**src/rtl/enc_spi_pkg.sv**
```systemverilog
// Shared types and constants for the encoder SPI transaction controller.
package enc_spi_pkg;

  localparam int unsigned AddrW = 14;
  localparam int unsigned FrameW = 16;
  localparam int unsigned StatW = 3;

  typedef enum logic [1:0] {
    OP_READ  = 2'd0,
    OP_WRITE = 2'd1,
    OP_RESP  = 2'd2,
    OP_REJ   = 2'd3
  } op_t;

  typedef enum logic [5:0] {
    K_NONE       = 6'b000001,
    K_READ_CMD   = 6'b000010,
    K_READ_ERR   = 6'b000100,
    K_WRITE_CMD  = 6'b001000,
    K_WRITE_ERR  = 6'b010000,
    K_WRITE_DATA = 6'b100000
  } kind_t;

  localparam logic [StatW-1:0] ST_OK         = 3'd0;
  localparam logic [StatW-1:0] ST_NOT_READY  = 3'd1;
  localparam logic [StatW-1:0] ST_BUSY       = 3'd2;
  localparam logic [StatW-1:0] ST_SUBMIT     = 3'd3;
  localparam logic [StatW-1:0] ST_UNEXPECTED = 3'd4;
  localparam logic [StatW-1:0] ST_PARITY     = 3'd5;
  localparam logic [StatW-1:0] ST_ERRFLAG    = 3'd6;
  localparam logic [StatW-1:0] ST_NONE       = 3'd7;

  localparam logic [AddrW-1:0] ADDR_NOP      = 14'h0000;
  localparam logic [AddrW-1:0] ADDR_ERRFL    = 14'h0001;
  localparam logic [AddrW-1:0] ADDR_DIAAGC   = 14'h3FFC;
  localparam logic [AddrW-1:0] ADDR_MAG      = 14'h3FFD;
  localparam logic [AddrW-1:0] ADDR_ANGLEUNC = 14'h3FFE;
  localparam logic [AddrW-1:0] ADDR_ANGLECOM = 14'h3FFF;

  // classified word passed from front to back
  typedef struct packed {
    op_t               op;
    logic [AddrW-1:0]  addr;
    logic [FrameW-1:0] cmd_frame;   // command frame, parity done
    logic [FrameW-1:0] data_frame;  // write data frame, parity done
    logic              rx_bad_par;
    logic              rx_flag;
    logic [AddrW-1:0]  rx_data;
  } item_t;

  localparam int unsigned ItemW = $bits(item_t);

  typedef struct packed {
    logic              tx_valid;
    logic [FrameW-1:0] tx_frame;
    logic              busy;
    logic [StatW-1:0]  rd_st;
    logic [StatW-1:0]  wr_st;
    logic [AddrW-1:0]  c_acom;
    logic [AddrW-1:0]  c_aunc;
    logic [AddrW-1:0]  c_mag;
    logic [AddrW-1:0]  c_agc;
    logic [AddrW-1:0]  c_err;
  } result_t;

  function automatic logic [FrameW-1:0] with_parity(input logic [FrameW-2:0] w);
    return {^w, w};
  endfunction

endpackage

```
**src/rtl/encoder_spi_transaction_controller_top.sv**
```systemverilog
// Top level of the encoder SPI transaction controller.
//  channel | dir | payload
//  in_     | in  | opcode, reg_address, write_value, rx_word
//  out_    | out | tx_valid .. error_flags, one word per input word
// One word per cycle when out_tready allows; path: front register, queue, result register.
// The back end's transaction state update is the loop that sets the rate.
// Synchronous active-low reset empties all stages and sets statuses to none yet.
// A stalled output fills the queue and then drops in_tready.
module encoder_spi_transaction_controller_top (
  input  logic         clk,
  input  logic         rst_n,
  input  logic         in_tvalid,
  output logic         in_tready,
  input  logic [47:0]  in_tdata,   // opcode[1:0], reg_address[15:2], write_value[29:16], rx_word[45:30]
  output logic         out_tvalid,
  input  logic         out_tready,
  output logic [95:0]  out_tdata   // tx_valid[0], tx_frame[16:1], busy_res[17], read_status[20:18],
                                   // write_status[23:21], angle_compensated[37:24],
                                   // angle_uncompensated[51:38], field_magnitude[65:52],
                                   // diag_agc[79:66], error_flags[93:80]
);
  import enc_spi_pkg::*;

  logic    f_valid, f_ready, b_valid, b_ready;
  item_t   f_item, b_item;
  result_t res;

  enc_spi_front u_front (.clk, .rst_n, .in_tvalid, .in_tready, .in_tdata,
    .q_valid(f_valid), .q_ready(f_ready), .q_item(f_item));

  enc_spi_queue u_queue (.clk, .rst_n, .wr_valid(f_valid), .wr_ready(f_ready),
    .wr_item(f_item), .rd_valid(b_valid), .rd_ready(b_ready), .rd_item(b_item));

  enc_spi_back u_back (.clk, .rst_n, .q_valid(b_valid), .q_ready(b_ready),
    .q_item(b_item), .out_tvalid, .out_tready, .res);

  assign out_tdata = {2'b00, res.c_err, res.c_agc, res.c_mag, res.c_aunc, res.c_acom,
                      res.wr_st, res.rd_st, res.busy, res.tx_frame, res.tx_valid};
endmodule

```
**src/rtl/enc_spi_front.sv**
```systemverilog
// Front end: decodes the input word, precomputes frames and response checks.
module enc_spi_front (
  input  logic                     clk,
  input  logic                     rst_n,
  input  logic                     in_tvalid,
  output logic                     in_tready,
  input  logic [47:0]              in_tdata,
  output logic                     q_valid,
  input  logic                     q_ready,
  output enc_spi_pkg::item_t       q_item
);
  import enc_spi_pkg::*;

  logic               v_r;
  item_t              item_r;
  item_t              item_nxt;
  logic [AddrW-1:0]   addr;
  logic [AddrW-1:0]   wval;
  logic [FrameW-1:0]  rx;

  assign addr = in_tdata[15:2];
  assign wval = in_tdata[29:16];
  assign rx   = in_tdata[45:30];
  assign in_tready = !v_r || q_ready;

  always_comb begin
    item_nxt.op         = op_t'(in_tdata[1:0]);
    item_nxt.addr       = addr;
    item_nxt.cmd_frame  = with_parity({(in_tdata[1:0] == OP_READ), addr});
    item_nxt.data_frame = with_parity({1'b0, wval});
    item_nxt.rx_bad_par = ^rx;
    item_nxt.rx_flag    = rx[14];
    item_nxt.rx_data    = rx[13:0];
  end

  always_ff @(posedge clk) begin
    if (!rst_n) begin
      v_r <= 1'b0;
    end else if (in_tready) begin
      v_r <= in_tvalid;
    end
  end

  always_ff @(posedge clk) begin
    if (in_tready && in_tvalid) begin
      item_r <= item_nxt;
    end
  end

  assign q_valid = v_r;
  assign q_item  = item_r;
endmodule

```
**src/rtl/enc_spi_queue.sv**
```systemverilog
// Two-entry queue between front and back end.
module enc_spi_queue (
  input  logic                clk,
  input  logic                rst_n,
  input  logic                wr_valid,
  output logic                wr_ready,
  input  enc_spi_pkg::item_t  wr_item,
  output logic                rd_valid,
  input  logic                rd_ready,
  output enc_spi_pkg::item_t  rd_item
);
  import enc_spi_pkg::*;

  item_t       mem_r [2];
  logic        wp_r;
  logic        rp_r;
  logic [1:0]  cnt_r;
  logic        push;
  logic        pop;

  assign wr_ready = cnt_r != 2'd2;
  assign rd_valid = cnt_r != 2'd0;
  assign rd_item  = mem_r[rp_r];
  assign push = wr_valid && wr_ready;
  assign pop  = rd_valid && rd_ready;

  always_ff @(posedge clk) begin
    if (!rst_n) begin
      wp_r  <= 1'b0;
      rp_r  <= 1'b0;
      cnt_r <= 2'd0;
    end else begin
      if (push) wp_r <= !wp_r;
      if (pop) rp_r <= !rp_r;
      cnt_r <= cnt_r + {1'b0, push} - {1'b0, pop};
    end
  end

  always_ff @(posedge clk) begin
    if (push) begin
      mem_r[wp_r] <= wr_item;
    end
  end
endmodule

```
**src/rtl/enc_spi_back.sv**
```systemverilog
// Back end: transaction state, status, value cache and result register.
module enc_spi_back (
  input  logic                 clk,
  input  logic                 rst_n,
  input  logic                 q_valid,
  output logic                 q_ready,
  input  enc_spi_pkg::item_t   q_item,
  output logic                 out_tvalid,
  input  logic                 out_tready,
  output enc_spi_pkg::result_t res
);
  import enc_spi_pkg::*;

  kind_t              kind_r, kind_nxt;
  logic               busy_r, busy_nxt;
  logic [AddrW-1:0]   req_r, req_nxt;
  logic [StatW-1:0]   rd_r, rd_nxt, wr_r, wr_nxt;
  logic [FrameW-1:0]  held_r, held_nxt;
  logic [AddrW-1:0]   c0_r, c1_r, c2_r, c3_r, c4_r;
  logic [AddrW-1:0]   c0_nxt, c1_nxt, c2_nxt, c3_nxt, c4_nxt;
  logic               txv;
  logic [FrameW-1:0]  txf;
  logic               ov_r;
  result_t            res_r, res_nxt;
  logic               take;
  logic [FrameW-1:0]  err_frame;

  assign err_frame = with_parity({1'b1, ADDR_ERRFL});
  assign q_ready = !ov_r || out_tready;
  assign take = q_valid && q_ready;

  always_comb begin
    kind_nxt = kind_r; busy_nxt = busy_r; req_nxt = req_r;
    rd_nxt = rd_r; wr_nxt = wr_r; held_nxt = held_r;
    c0_nxt = c0_r; c1_nxt = c1_r; c2_nxt = c2_r; c3_nxt = c3_r; c4_nxt = c4_r;
    txv = 1'b0; txf = '0;
    unique case (q_item.op)
      OP_READ: begin
        if (busy_r) rd_nxt = ST_BUSY;
        else begin
          txv = 1'b1; txf = q_item.cmd_frame; kind_nxt = K_READ_CMD;
          req_nxt = q_item.addr; rd_nxt = ST_NOT_READY; busy_nxt = 1'b1;
        end
      end
      OP_WRITE: begin
        if (busy_r) wr_nxt = ST_BUSY;
        else begin
          txv = 1'b1; txf = q_item.cmd_frame; held_nxt = q_item.data_frame;
          kind_nxt = K_WRITE_CMD; wr_nxt = ST_NOT_READY; busy_nxt = 1'b1;
        end
      end
      OP_REJ: begin
        if (kind_r == K_READ_CMD || kind_r == K_READ_ERR) begin
          kind_nxt = K_NONE; busy_nxt = 1'b0; rd_nxt = ST_SUBMIT;
        end else if (kind_r != K_NONE) begin
          kind_nxt = K_NONE; busy_nxt = 1'b0; wr_nxt = ST_SUBMIT;
        end
      end
      default: begin
        priority case (kind_r)
          K_READ_CMD, K_READ_ERR: begin
            if (q_item.rx_bad_par) begin
              req_nxt = ADDR_NOP; kind_nxt = K_NONE; busy_nxt = 1'b0;
              rd_nxt = ST_PARITY;
            end else if (q_item.rx_flag && kind_r == K_READ_CMD) begin
              txv = 1'b1; txf = err_frame; kind_nxt = K_READ_ERR;
              req_nxt = ADDR_ERRFL; rd_nxt = ST_ERRFLAG;
            end else begin
              if (kind_r == K_READ_ERR) c4_nxt = q_item.rx_data;
              else begin
                rd_nxt = ST_OK;
                unique case (req_r)
                  ADDR_ANGLECOM: c0_nxt = q_item.rx_data;
                  ADDR_ANGLEUNC: c1_nxt = q_item.rx_data;
                  ADDR_MAG:      c2_nxt = q_item.rx_data;
                  ADDR_DIAAGC:   c3_nxt = q_item.rx_data;
                  ADDR_ERRFL:    c4_nxt = q_item.rx_data;
                  default: ;
                endcase
              end
              kind_nxt = K_NONE; busy_nxt = 1'b0;
            end
          end
          K_WRITE_CMD: begin
            if (q_item.rx_bad_par) begin
              kind_nxt = K_NONE; busy_nxt = 1'b0; wr_nxt = ST_PARITY;
            end else if (q_item.rx_flag) begin
              txv = 1'b1; txf = err_frame; kind_nxt = K_WRITE_ERR;
              wr_nxt = ST_ERRFLAG;
            end else begin
              txv = 1'b1; txf = held_r; kind_nxt = K_WRITE_DATA;
            end
          end
          K_WRITE_ERR: begin
            if (!q_item.rx_bad_par) c4_nxt = q_item.rx_data;
            kind_nxt = K_NONE; busy_nxt = 1'b0;
          end
          K_WRITE_DATA: begin
            kind_nxt = K_NONE; busy_nxt = 1'b0; wr_nxt = ST_OK;
          end
          default: begin
            kind_nxt = K_NONE; busy_nxt = 1'b0; rd_nxt = ST_UNEXPECTED;
          end
        endcase
      end
    endcase
    res_nxt = '{tx_valid: txv, tx_frame: txf, busy: busy_nxt, rd_st: rd_nxt,
                wr_st: wr_nxt, c_acom: c0_nxt, c_aunc: c1_nxt, c_mag: c2_nxt,
                c_agc: c3_nxt, c_err: c4_nxt};
  end

  always_ff @(posedge clk) begin
    if (!rst_n) begin
      kind_r <= K_NONE; busy_r <= 1'b0; req_r <= ADDR_NOP;
      rd_r <= ST_NONE; wr_r <= ST_NONE; held_r <= '0;
      c0_r <= '0; c1_r <= '0; c2_r <= '0; c3_r <= '0; c4_r <= '0;
      ov_r <= 1'b0;
    end else begin
      if (q_ready) ov_r <= q_valid;
      if (take) begin
        kind_r <= kind_nxt; busy_r <= busy_nxt; req_r <= req_nxt;
        rd_r <= rd_nxt; wr_r <= wr_nxt; held_r <= held_nxt;
        c0_r <= c0_nxt; c1_r <= c1_nxt; c2_r <= c2_nxt;
        c3_r <= c3_nxt; c4_r <= c4_nxt;
      end
    end
  end

  always_ff @(posedge clk) begin
    if (take) res_r <= res_nxt;
  end

  assign out_tvalid = ov_r;
  assign res = res_r;
endmodule

```
**config.mk**
```make
export PLATFORM = sky130hd
export DESIGN_NAME = encoder_spi_transaction_controller_top
export DESIGN_NICKNAME = d
export VERILOG_FILES = /design/src/rtl/enc_spi_pkg.sv /design/src/rtl/encoder_spi_transaction_controller_top.sv /design/src/rtl/enc_spi_front.sv /design/src/rtl/enc_spi_queue.sv /design/src/rtl/enc_spi_back.sv
export SDC_FILE = /design/constraint.sdc
export NUM_CORES = 1
export LEC_CHECK = 0
export BUFFER_PORTS_ARGS = -buffer_cell sky130_fd_sc_hd__buf_2
export CAP_MARGIN = 20
export CORE_MARGIN = 3
export CORE_UTILIZATION = 35
export CTS_CLUSTER_DIAMETER = 40
export DETAILED_ROUTE_END_ITERATION = 16
export PLACE_DENSITY = 0.64
export SYNTH_ARGS = -nofsm -noshare
export SYNTH_HDL_FRONTEND = slang
export SYNTH_HIERARCHICAL = 1
export SYNTH_SLANG_ARGS = --single-unit
```
**constraint.sdc**
```tcl
create_clock -name clk -period 3.55 [get_ports clk]
set_input_delay 0.1775 -clock clk [delete_from_list [all_inputs] [get_ports clk]]
set_output_delay 0.1775 -clock clk [all_outputs]
set_load 0.005 [all_outputs]
```
==> results of run 1 <==
[path summary, 6_finish.rpt]
kind                                                        to                         start  cells past startpoint  slack, ns
worst max register to register        u_back/res[40]$_DFFE_PP_                          flop                      6       0.51
worst min-delay path             u_back/kind_r[0]$_SDFFE_PN1P_                         rst_n                      2       0.10
worst min register to register  u_queue/mem_r[0][28]$_DFFE_PP_  u_front/q_item[28]$_DFFE_PP_                      0       0.44
worst max-delay path                  u_back/res[40]$_DFFE_PP_                          flop                      6       0.51
[where the power goes]
part           internal (mW)  total [mW]  switching, mW
Sequential              5.86        6.20          0.342
Combinational           1.03        2.73           1.70
Clock                   3.20        5.18           1.97
Total                   10.1        14.1           4.02
[state kept, by name (all words and copies together) (netlist names), 16 cells and up, named ones only]
| signal | flops |
|---|---|
| u_back/res | 94 |
| u_front/q_item | 49 |
| u_back/held_r | 16 |
| u_queue/mem_r | 128 |
[layout make-up]
type,instances,share of cell area [%]
sequential,391,55.0
clock buffer,64,7.30
multi-input combinational,600,24.1
antenna,1,0.0131
timing repair buffer,214,7.23
clock inverter,32,1.88
tap,592,3.87
inverter,27,0.542
[worst max-delay path: cells and delay by family, from the launching register on]
family	cells	cell delay, ns
muxes	2	0.93
and+or+nand+nor	3	1.01
AOI/OAI and AO/OA	1	0.35
DFF	1	0.49
[cell usage in the layout (no fill, tap or decap), types with 4 or more instances in the layout]
cell type      instances
xor2_1                 7
a21boi_0              20
and2_1                 4
clkinv_2               5
bufinv_16              5
xnor2_1               38
dfxtp_1              119
a21oi_1               10
nor2b_1               35
nand2_1              108
clkinvlp_4             7
o211ai_1               5
inv_6                  8
nand3_1               12
nor2_1                28
mux2_2                50
clkbuf_16             54
o22ai_1               14
mux2_1                70
o21ai_0               15
edfxtp_1             271
dlygate4sd3_1         46
a22o_1                41
clkbuf_1               9
nor4_1                 7
inv_1                 25
nand4_1                7
mux2i_1               58
nor3_1                 4
nand2b_1               4
buf_2                145
buf_4                 21
[metal layers]
metal	wire length (um)	share of wire [%]	up-vias	track usage, %
met5	0	0	-	0
met4	1030	3.1	0	5.22
met3	1610	4.9	63	2.77
met2	15500	47	250	22.5
met1	14900	45	4409	18.5
li1	-	-	4413	-
[repair_timing]
item	in CTS	in global routing
endpoints found under the hold margin	47	0
gates resized for setup	0	0
hold buffers	46	0
[cells by family after synthesis]
family | Yosys count
and+or+nand+nor | 237
muxes | 178
AOI/OAI and AO/OA | 136
buffers and inverters | 114
adders and majority gates | 1
other | 2
xor gates and xnor gates | 45
DFF | 391
[metrics by stage]
| step | setup slack [ns] | hold WS, ns | total power [mW] | util [%] | instance area, um2 |
|---|---|---|---|---|---|
| floorplan | 0.561 | 0.276 | 7.92 | - | 15700 |
| global placement | 0.508 | 0.382 | 8.97 | 38.2 | 16900 |
| detailed placement | 0.449 | 0.382 | 9.03 | 38.2 | 16900 |
| CTS | 0.515 | 0.0786 | 14.3 | 43.2 | 19100 |
| global route | 0.353 | 0.116 | 14.8 | 43.2 | 19200 |
| finish | 0.514 | 0.101 | 14.1 | 43.2 | 19200 |
==> flow_summary.json, run 1 <==
{
  "yosys.area.top_type": "edfxtp_1",
  "ys_seq_elements": 391,
  "areaGrowthSynthToFinish_pct": 21.6,
  "cts_tree": "built",
  "final.setup.tns_ns": 0,
  "setup_viol": 0,
  "yosys-mux-area-fraction_pct": 12.3,
  "ys_seq_area_share_pct": 66.9,
  "critPathMaxStageDelay_ns": 0.49,
  "critical_path.slowest_cell": "dfxtp_2",
  "layout.cells.non_filler": 1921,
  "grt_pass1_vias": 9244,
  "ys_async_sr_fraction_pct": 0,
  "pin_count": 150,
  "path_cells": "mux2_1, and3b_1, a21oi_1, and4_4, nand2_1, mux2_2",
  "drtAntennaViolNets": 0,
  "worstPathMaxFanout": 14,
  "vias": 9135,
  "crit_arrival_ns": 3.35,
  "rsz0062_at_grt": "no",
  "fin_crit_sh_pct": 85.5,
  "fin_nets": 1338,
  "via_per_inst": 4.76,
  "netlist.area_leader.share_pct": 51.7,
  "antenna_found_initial": 1,
  "synth_compound_area_share_pct": 6.60,
  "ir_drop_uv": 434,
  "cts_buffers": 51,
  "grt_usage_pct": 13.9,
  "worstHoldPathType": "in2reg",
  "synth_fa_ha_area_share_pct": 0.0795,
  "drt-total-wl_um": 33100,
  "synth_edf_count": 271,
  "drt-pass1-iter-count": 5,
  "crit_required_ns": 3.87,
  "outcome": "finished, final reports clean",
  "ys_top_cells_by_count": "edfxtp_1, dfxtp_1, nand2_1",
  "cts_buffer_depth": 3,
  "register_area_um2": 10500,
  "worst_slew_pin_slew_ns": 0.824,
  "finalHoldViolations": 0,
  "fillers": 3993,
  "core.rowCount": 77,
  "portBuffers": 145,
  "clock.fmax_mhz": 329,
  "grt_pass1_wl_um": 51700,
  "start_util_pct": 35.5,
  "maxSlewHeadroom_pct": 44.6,
  "hpwl_um": 21800,
  "synthSimpleGateAreaFrac_pct": 7.82,
  "synthFlopType": "edfxtp_1",
  "placed_cells": 1778,
  "coreArea_um2": 44300,
  "power.density_nw_per_um2": 737,
  "die_area_um2": 47600,
  "die_w_um": 218,
  "synth.avg_cell_area_um2": 14.3,
  "synth-xor-area-share_pct": 2.50,
  "wl_per_cell_um": 17.2,
  "drive_above_1_share_pct": 24.4,
  "drtIter0Drc": 569,
  "crit_path_end_kind": "flop",
  "crit_path_start_kind": "flop",
  "drc": 0,
  "clk_latency_ns": 0.57,
  "cts_max_level": 2,
  "clkTransAtPathRegs_ns": 0.06,
  "cts.sinks": 391,
  "synth_top_family_by_area": "multiplexers",
  "syn_area_um2": 15700,
  "report.final.slew_viol_count": 0,
  "maxCapViolCount": 0,
  "globalplace.congestion": 0.853,
  "critical_path_class": "reg2reg",
  "overflow": 0,
  "yosysUniqueCellTypes": 70,
  "grt_max_degree": 86,
  "multiInputGateArea_um2": 4620,
  "syn_inst": 1104,
  "synth.most_common_cell": "edfxtp_1",
  "cts_setup_buffers": 0,
  "die_h_um": 218,
  "power.leakage_nw": 7.21,
  "period_needed_ns": 3.04,
  "cts_root_buffer": "clkbuf_16",
  "clock_skew_ns": 0.0161,
  "ys_top_cells_by_area": "edfxtp_1, dfxtp_1, mux2_1",
  "yosysWarnings": 6
}
No activity file was read; power rests on OpenSTA's default activity.
==> run 2: changes to the inputs <==
--- a/config.mk
+++ b/config.mk
@@ -5,6 +5,7 @@
 export SDC_FILE = /design/constraint.sdc
 export NUM_CORES = 1
 export LEC_CHECK = 0
+export ABC_AREA = 1
 export BUFFER_PORTS_ARGS = -buffer_cell sky130_fd_sc_hd__buf_2
 export CAP_MARGIN = 20
 export CORE_MARGIN = 3
==> run 2 against run 1 <==
Compared with the run above: clock skew up 0.0048 ns; hold slack better by 0.066 ns; sequential share of layout area shrank 4.6 points; area after synthesis rose by 9.2%; largest power group unchanged; highest routed layer unchanged.
==> flow_summary.json, run 2 <==
{
  "outcome": "finished, final reports clean",
  "netlist.area_leader.share_pct": 47.3,
  "final_area_um2": 20900,
  "final.setup.tns_ns": 0,
  "cts_tree": "built",
  "synth.most_common_cell": "nand2_1",
  "worst_slack_ns": 0.653,
  "maxSlewHeadroom_pct": 41.7,
  "die_w_um": 228,
  "via_per_inst": 4.71,
  "ys_top_cells_by_area": "edfxtp_1, dfxtp_1, nand2_1",
  "pin_count": 150,
  "portBuffers": 145,
  "overflow": 0,
  "worst_slew_pin_slew_ns": 0.875,
  "register_area_um2": 10500,
  "critical_path_class": "reg2reg",
  "cts_root_buffer": "clkbuf_16",
  "regMostFlops": "u_queue/mem_r",
  "syn_area_um2": 17200,
  "drt-total-wl_um": 39000,
  "grt_usage_pct": 14.8,
  "path_cells": "mux2_4, nand4_2, nand2_2, inv_2, nand2_2, nor3_4, nand2_2, nand2_1, nand2_1, inv_1",
  "report.final.slew_viol_count": 0,
  "crit_path_frequent_cell": "nand2_2",
  "synth_top_family_by_area": "simple AND/OR/NAND/NOR gates",
  "globalplace.congestion": 0.869,
  "start_util_pct": 35.7,
  "ys_top_cells_by_count": "nand2_1, edfxtp_1, inv_1",
  "fin_crit_sh_pct": 81.6,
  "drc": 0,
  "cts_max_level": 2,
  "ys_seq_elements": 391,
  "synth_compound_area_share_pct": 8.18,
  "finalPower_mw": 17.5,
  "clock.fmax_mhz": 345,
  "period_needed_ns": 2.90,
  "clkTransAtPathRegs_ns": 0.06,
  "post-route-util_pct": 43.4,
  "synthSimpleGateAreaFrac_pct": 16.0,
  "maxCapViolCount": 0,
  "critPathMaxStageDelay_ns": 0.57,
  "largest_reg_flops": 128,
  "vias": 12304,
  "cts_buffer_depth": 3,
  "cts.sinks": 391,
  "wl_per_cell_um": 14.9,
  "worstPathMaxFanout": 19,
  "finalHoldViolations": 0,
  "cts_buffers": 58,
  "power.leakage_nw": 9.28,
  "setup_viol": 0,
  "crit_arrival_ns": 3.36,
  "drive_above_1_share_pct": 18.6,
  "dpl_cell_area_um2": 18400,
  "crit_required_ns": 4.01,
  "crit_path_start_kind": "flop",
  "die_h_um": 228,
  "final_common_cell": "nand2_1",
  "grt_pass1_wl_um": 60800,
  "synthFlopType": "edfxtp_1",
  "rsz0062_at_grt": "no",
  "yosysWarnings": 6,
  "grt_max_degree": 81,
  "layout.cells.non_filler": 2610,
  "fin_nets": 1954,
  "yosys-mux-area-fraction_pct": 5.50,
  "ys_seq_area_share_pct": 61.3,
  "worstHoldPathType": "in2reg",
  "synth.avg_cell_area_um2": 10.0,
  "coreArea_um2": 48100,
  "critical_path.slowest_cell": "nor3_4",
  "finalHoldWorstSlack_ns": 0.167,
  "areaGrowthSynthToFinish_pct": 21.6,
  "drtIter0Drc": 921,
  "layout_common_cells": "nand2_1, edfxtp_1, inv_1, buf_2, dfxtp_1",
  "crit_path_end_kind": "flop",
  "yosys.area.top_type": "edfxtp_1",
  "drtAntennaViolNets": 0,
  "synth_edf_count": 271,
  "grt_pass1_vias": 11906,
  "synth_fa_ha_area_share_pct": 0.0728,
  "syn_inst": 1716,
  "core.rowCount": 80,
  "dp_slack_ns": 0.674,
  "clk_latency_ns": 0.60,
  "power.density_nw_per_um2": 838,
  "placed_cells": 2450,
  "hpwl_um": 25300,
  "antenna_found_initial": 4,
  "ir_drop_uv": 480,
  "drt-pass1-iter-count": 5,
  "yosysUniqueCellTypes": 43,
  "die_area_um2": 51800,
  "clock_skew_ns": 0.0209,
  "postCtsResizedCells": 0,
  "fillers": 4422,
  "hp-start": "rst_n",
  "synth-xor-area-share_pct": 0.408,
  "ys_async_sr_fraction_pct": 0,
  "multiInputGateArea_um2": 5230
}
-- run 2: cell types whose count changed after synthesis, sizes merged, moves of 41 or more --
cell | before | now
o21ai | 18 | 124
inv | 27 | 240
nand2 | 108 | 435
a22o | 41 | 0
mux2i | 58 | 0
nand3 | 14 | 116
nor2 | 28 | 91
a21oi | 10 | 116
mux2 | 120 | 64
-- run 2: cells by family (layout without fill, tap and decap cells) --
| logic type | after synthesis | in the layout |
|---|---|---|
| compound gates | 262 | 262 |
| xor+xnor | 8 | 8 |
| fa+ha+maj | 1 | 1 |
| buf+inv | 330 | 563 |
| flops | 391 | 391 |
| mux | 64 | 64 |
| other cells | 2 | 7 |
| simple gates | 658 | 658 |
-- run 2: layout make-up --
cell class	instances	share of cell area, %
Antenna cell	4	0.0479
Clock buffer	65	7.12
Clock inverter	44	2.33
Inverter	242	4.37
Multi-Input combinational cell	996	25.0
Sequential cell	391	50.4
Tap cell	656	3.93
Timing Repair Buffer	212	6.74
-- run 2: critical path, delay by kind of cell, from the launching register on --
family	cells	cell delay (ns)
DFF	1	0.56
muxes	1	0.37
and+or+nand+nor	7	1.52
buffers and inverters	2	0.30
-- run 2: what timing repair did --
item                                    CTS  global route
endpoints found under the setup margin    0             0
setup buffers                             0             0
endpoints found under the hold margin    48             0
hold buffers                             47             0
-- run 2: path summary, 6_finish.rpt --
kind,to,slack [ns],depth (start not counted)
hold reg to reg,u_queue/mem_r[0][16]$_DFFE_PP_,0.44,0
setup / recovery,u_back/res[32]$_DFFE_PP_,0.65,10
setup reg to reg,u_back/res[32]$_DFFE_PP_,0.65,10
hold / removal,u_back/req_r[13]$_SDFFE_PN0P_,0.17,4
-- run 2: where the power goes --
part	internal (mW)	switching [mW]
sequential	6.48	0.613
combinational	1.77	2.96
clock	3.42	2.26
-- run 2: metal layers --
layer  GRT usage [%]  routed length, um  vias up
met4            5.24                957        0
met2            25.4              19000      362
met3            3.19               2350       76
met5               0                  0        -
li1                -                  -     6074
met1            18.5              16700     5792
==> run 3: changes to the inputs <==
--- a/config.mk
+++ b/config.mk
@@ -5,14 +5,14 @@
 export SDC_FILE = /design/constraint.sdc
 export NUM_CORES = 1
 export LEC_CHECK = 0
-export ABC_AREA = 1
+export ABC_AREA = 0
 export BUFFER_PORTS_ARGS = -buffer_cell sky130_fd_sc_hd__buf_2
 export CAP_MARGIN = 20
 export CORE_MARGIN = 3
 export CORE_UTILIZATION = 35
 export CTS_CLUSTER_DIAMETER = 40
 export DETAILED_ROUTE_END_ITERATION = 16
-export PLACE_DENSITY = 0.64
+export PLACE_DENSITY = 0.66
 export SYNTH_ARGS = -nofsm -noshare
 export SYNTH_HDL_FRONTEND = slang
 export SYNTH_HIERARCHICAL = 1
==> constraint.sdc (replaced) <==
create_clock -name clk -period 2.6 [get_ports clk]
set_input_delay 0.13 -clock clk [delete_from_list [all_inputs] [get_ports clk]]
set_output_delay 0.13 -clock clk [all_outputs]
set_load 0.005 [all_outputs]
==> run 3 against run 2 <==
Compared with the run above: sequential power rose by 20%; clock-buffer cell count is 9 lower; setup slack worse by 0.41 ns; clock power is 18% higher; sequential share of layout area grew 4.2 points; utilization grew 0.14 points; clock skew rose by 0.0088 ns; via count shrank 25%; critical endpoint is now u_back/res[15]$_DFFE_PP_.
==> flow_summary.json, run 3 (synthesized netlist as in run 1, its figures left out) <==
{
  "start_util_pct": 35.5,
  "outcome": "finished, final reports clean",
  "grt_pass1_wl_um": 52700,
  "worst_slew_pin_slew_ns": 0.822,
  "swShare_pct": 29.0,
  "period_needed_ns": 2.36,
  "die_w_um": 218,
  "clock_skew_ns": 0.0297,
  "setup_viol": 0,
  "p_int_mw": 13.5,
  "die_area_um2": 47600,
  "drive_above_1_share_pct": 25.7,
  "coreArea_um2": 44300,
  "crit_path_end_kind": "flop",
  "cts_tree": "built",
  "power.density_nw_per_um2": 987,
  "drc": 0,
  "grt_max_degree": 84,
  "drtAntennaViolNets": 0,
  "report.final.slew_viol_count": 0,
  "critical_path_class": "reg2reg",
  "cts_buffers": 48,
  "grt_pass1_vias": 9455,
  "power.leakage_nw": 7.30,
  "areaGrowthSynthToFinish_pct": 22.6,
  "globalplace.congestion": 0.859,
  "rsz0062_at_grt": "no",
  "cts_root_buffer": "clkbuf_16",
  "drt-total-wl_um": 33600,
  "worstHoldPathType": "in2reg",
  "portBuffers": 145,
  "cts.sinks": 391,
  "dr_wl_met3_um": 1320,
  "cts_setup_buffers": 0,
  "clock.fmax_mhz": 424,
  "final_common_cell": "edfxtp_1",
  "clkTransAtPathRegs_ns": 0.06,
  "vias": 9251,
  "pwr-share-seq_pct": 44.5,
  "overflow": 0,
  "regMostFlops": "u_queue/mem_r",
  "ir_drop_uv": 552,
  "via_per_inst": 4.77,
  "crit_path_start_kind": "flop",
  "routed.top_layer": "met4",
  "core.rowCount": 77,
  "route.met2.wl_um": 16100,
  "wl_met1_um": 15100,
  "worstPathMaxFanout": 14,
  "crit_required_ns": 2.91,
  "die_h_um": 218,
  "finalHoldWorstSlack_ns": 0.0985,
  "clk_latency_ns": 0.57,
  "cts_buffer_depth": 3,
  "maxCapViolCount": 0,
  "combPwrFrac_pct": 20.4,
  "drt-pass1-iter-count": 5,
  "layout_common_cells": "edfxtp_1, buf_2, dfxtp_1, nand2_1, mux2_1",
  "largest_reg_flops": 128,
  "post-route-util_pct": 43.6,
  "wl_per_cell_um": 17.3,
  "drtIter0Drc": 553,
  "fin_nets": 1359,
  "grt_usage_pct": 14.0,
  "maxSlewHeadroom_pct": 45.2,
  "hpwl_um": 22400,
  "fin_crit_sh_pct": 90.6,
  "antenna_found_initial": 1,
  "finalHoldViolations": 0,
  "crit_arrival_ns": 2.66,
  "final.setup.tns_ns": 0,
  "pin_count": 150,
  "clkPwrFrac_pct": 35.1,
  "postCtsResizedCells": 0,
  "netSwitchingPower_mw": 5.52,
  "cts_max_level": 2
}
## run 3: cell count changes in the layout (fill, tap and decap cells not counted), moves of 52 or more
| cell | before | now |
|---|---|---|
| a21oi_1 | 115 | 9 |
| inv_1 | 233 | 25 |
| mux2_1 | 0 | 68 |
| mux2_4 | 60 | 2 |
| mux2i_1 | 0 | 58 |
| nand2_1 | 430 | 108 |
| nand3_1 | 115 | 12 |
| nor2_1 | 80 | 28 |
| o21ai_0 | 109 | 15 |
## run 3: repair_timing
| action | CTS | global route |
|---|---|---|
| setup endpoints to repair | 0 | 0 |
| hold buffers | 46 | 0 |
| endpoints found under the hold margin | 47 | 0 |
## run 3: critical path, cell delays in order, from the launching register on
cell and delay, ns:
dfxtp_2 0.39, mux2_4 0.32, and3b_2 0.24, a21oi_4 0.14, and4_4 0.27, nor3b_4 0.23
buf_12 0.19, mux2_1 0.33
## run 3: power groups by stage
stage	clock, mW	combinational, mW	sequential, mW
after global routing	7.11	4.28	8.57
final	6.69	3.89	8.48
after detailed placement	0	3.83	8.62
after floorplan	0	2.36	8.49
after global placement	0	3.80	8.60
after CTS	6.85	3.91	8.50
## run 3: final timing paths
kind	from	to	slack, ns	cells past startpoint
worst max-delay path	flop	u_back/res[15]$_DFFE_PP_	0.24	7
worst min-delay path	rst_n	u_back/wr_r[2]$_SDFFE_PN1P_	0.1	3
worst max register to register	flop	u_back/res[15]$_DFFE_PP_	0.24	7
worst min register to register	u_front/q_item[26]$_DFFE_PP_	u_queue/mem_r[0][26]$_DFFE_PP_	0.44	0
## run 3: layout make-up
class,instances,area [um2]
well taps,592,741
clock inverters,34,404
repair buffers,238,1630
multi-input cells,600,4640
flip-flops and latches,391,10500
fillers,4002,25000
diodes,1,2.50
clock buffers,56,1240
inverters,27,104
## run 3: per-stage QoR
step | cell area (um2) | cells | power [mW] | setup WS [ns]
after global routing | 19300 | 1939 | 20.0 | 0.0726
after floorplan | 15800 | 1105 | 10.8 | -0.106
final | 19300 | 1939 | 19.1 | 0.244
after detailed placement | 17200 | 1802 | 12.5 | 0.223
after CTS | 19300 | 1938 | 19.3 | 0.226
after global placement | 17200 | 1802 | 12.4 | 0.264
## run 3: metal layers
| metal | GRT usage, % | vias up |
|---|---|---|
| met5 | 0 | - |
| met3 | 2.36 | 67 |
| met4 | 5.81 | 0 |
| li1 | - | 4453 |
| met1 | 18.6 | 4528 |
| met2 | 22.9 | 203 |
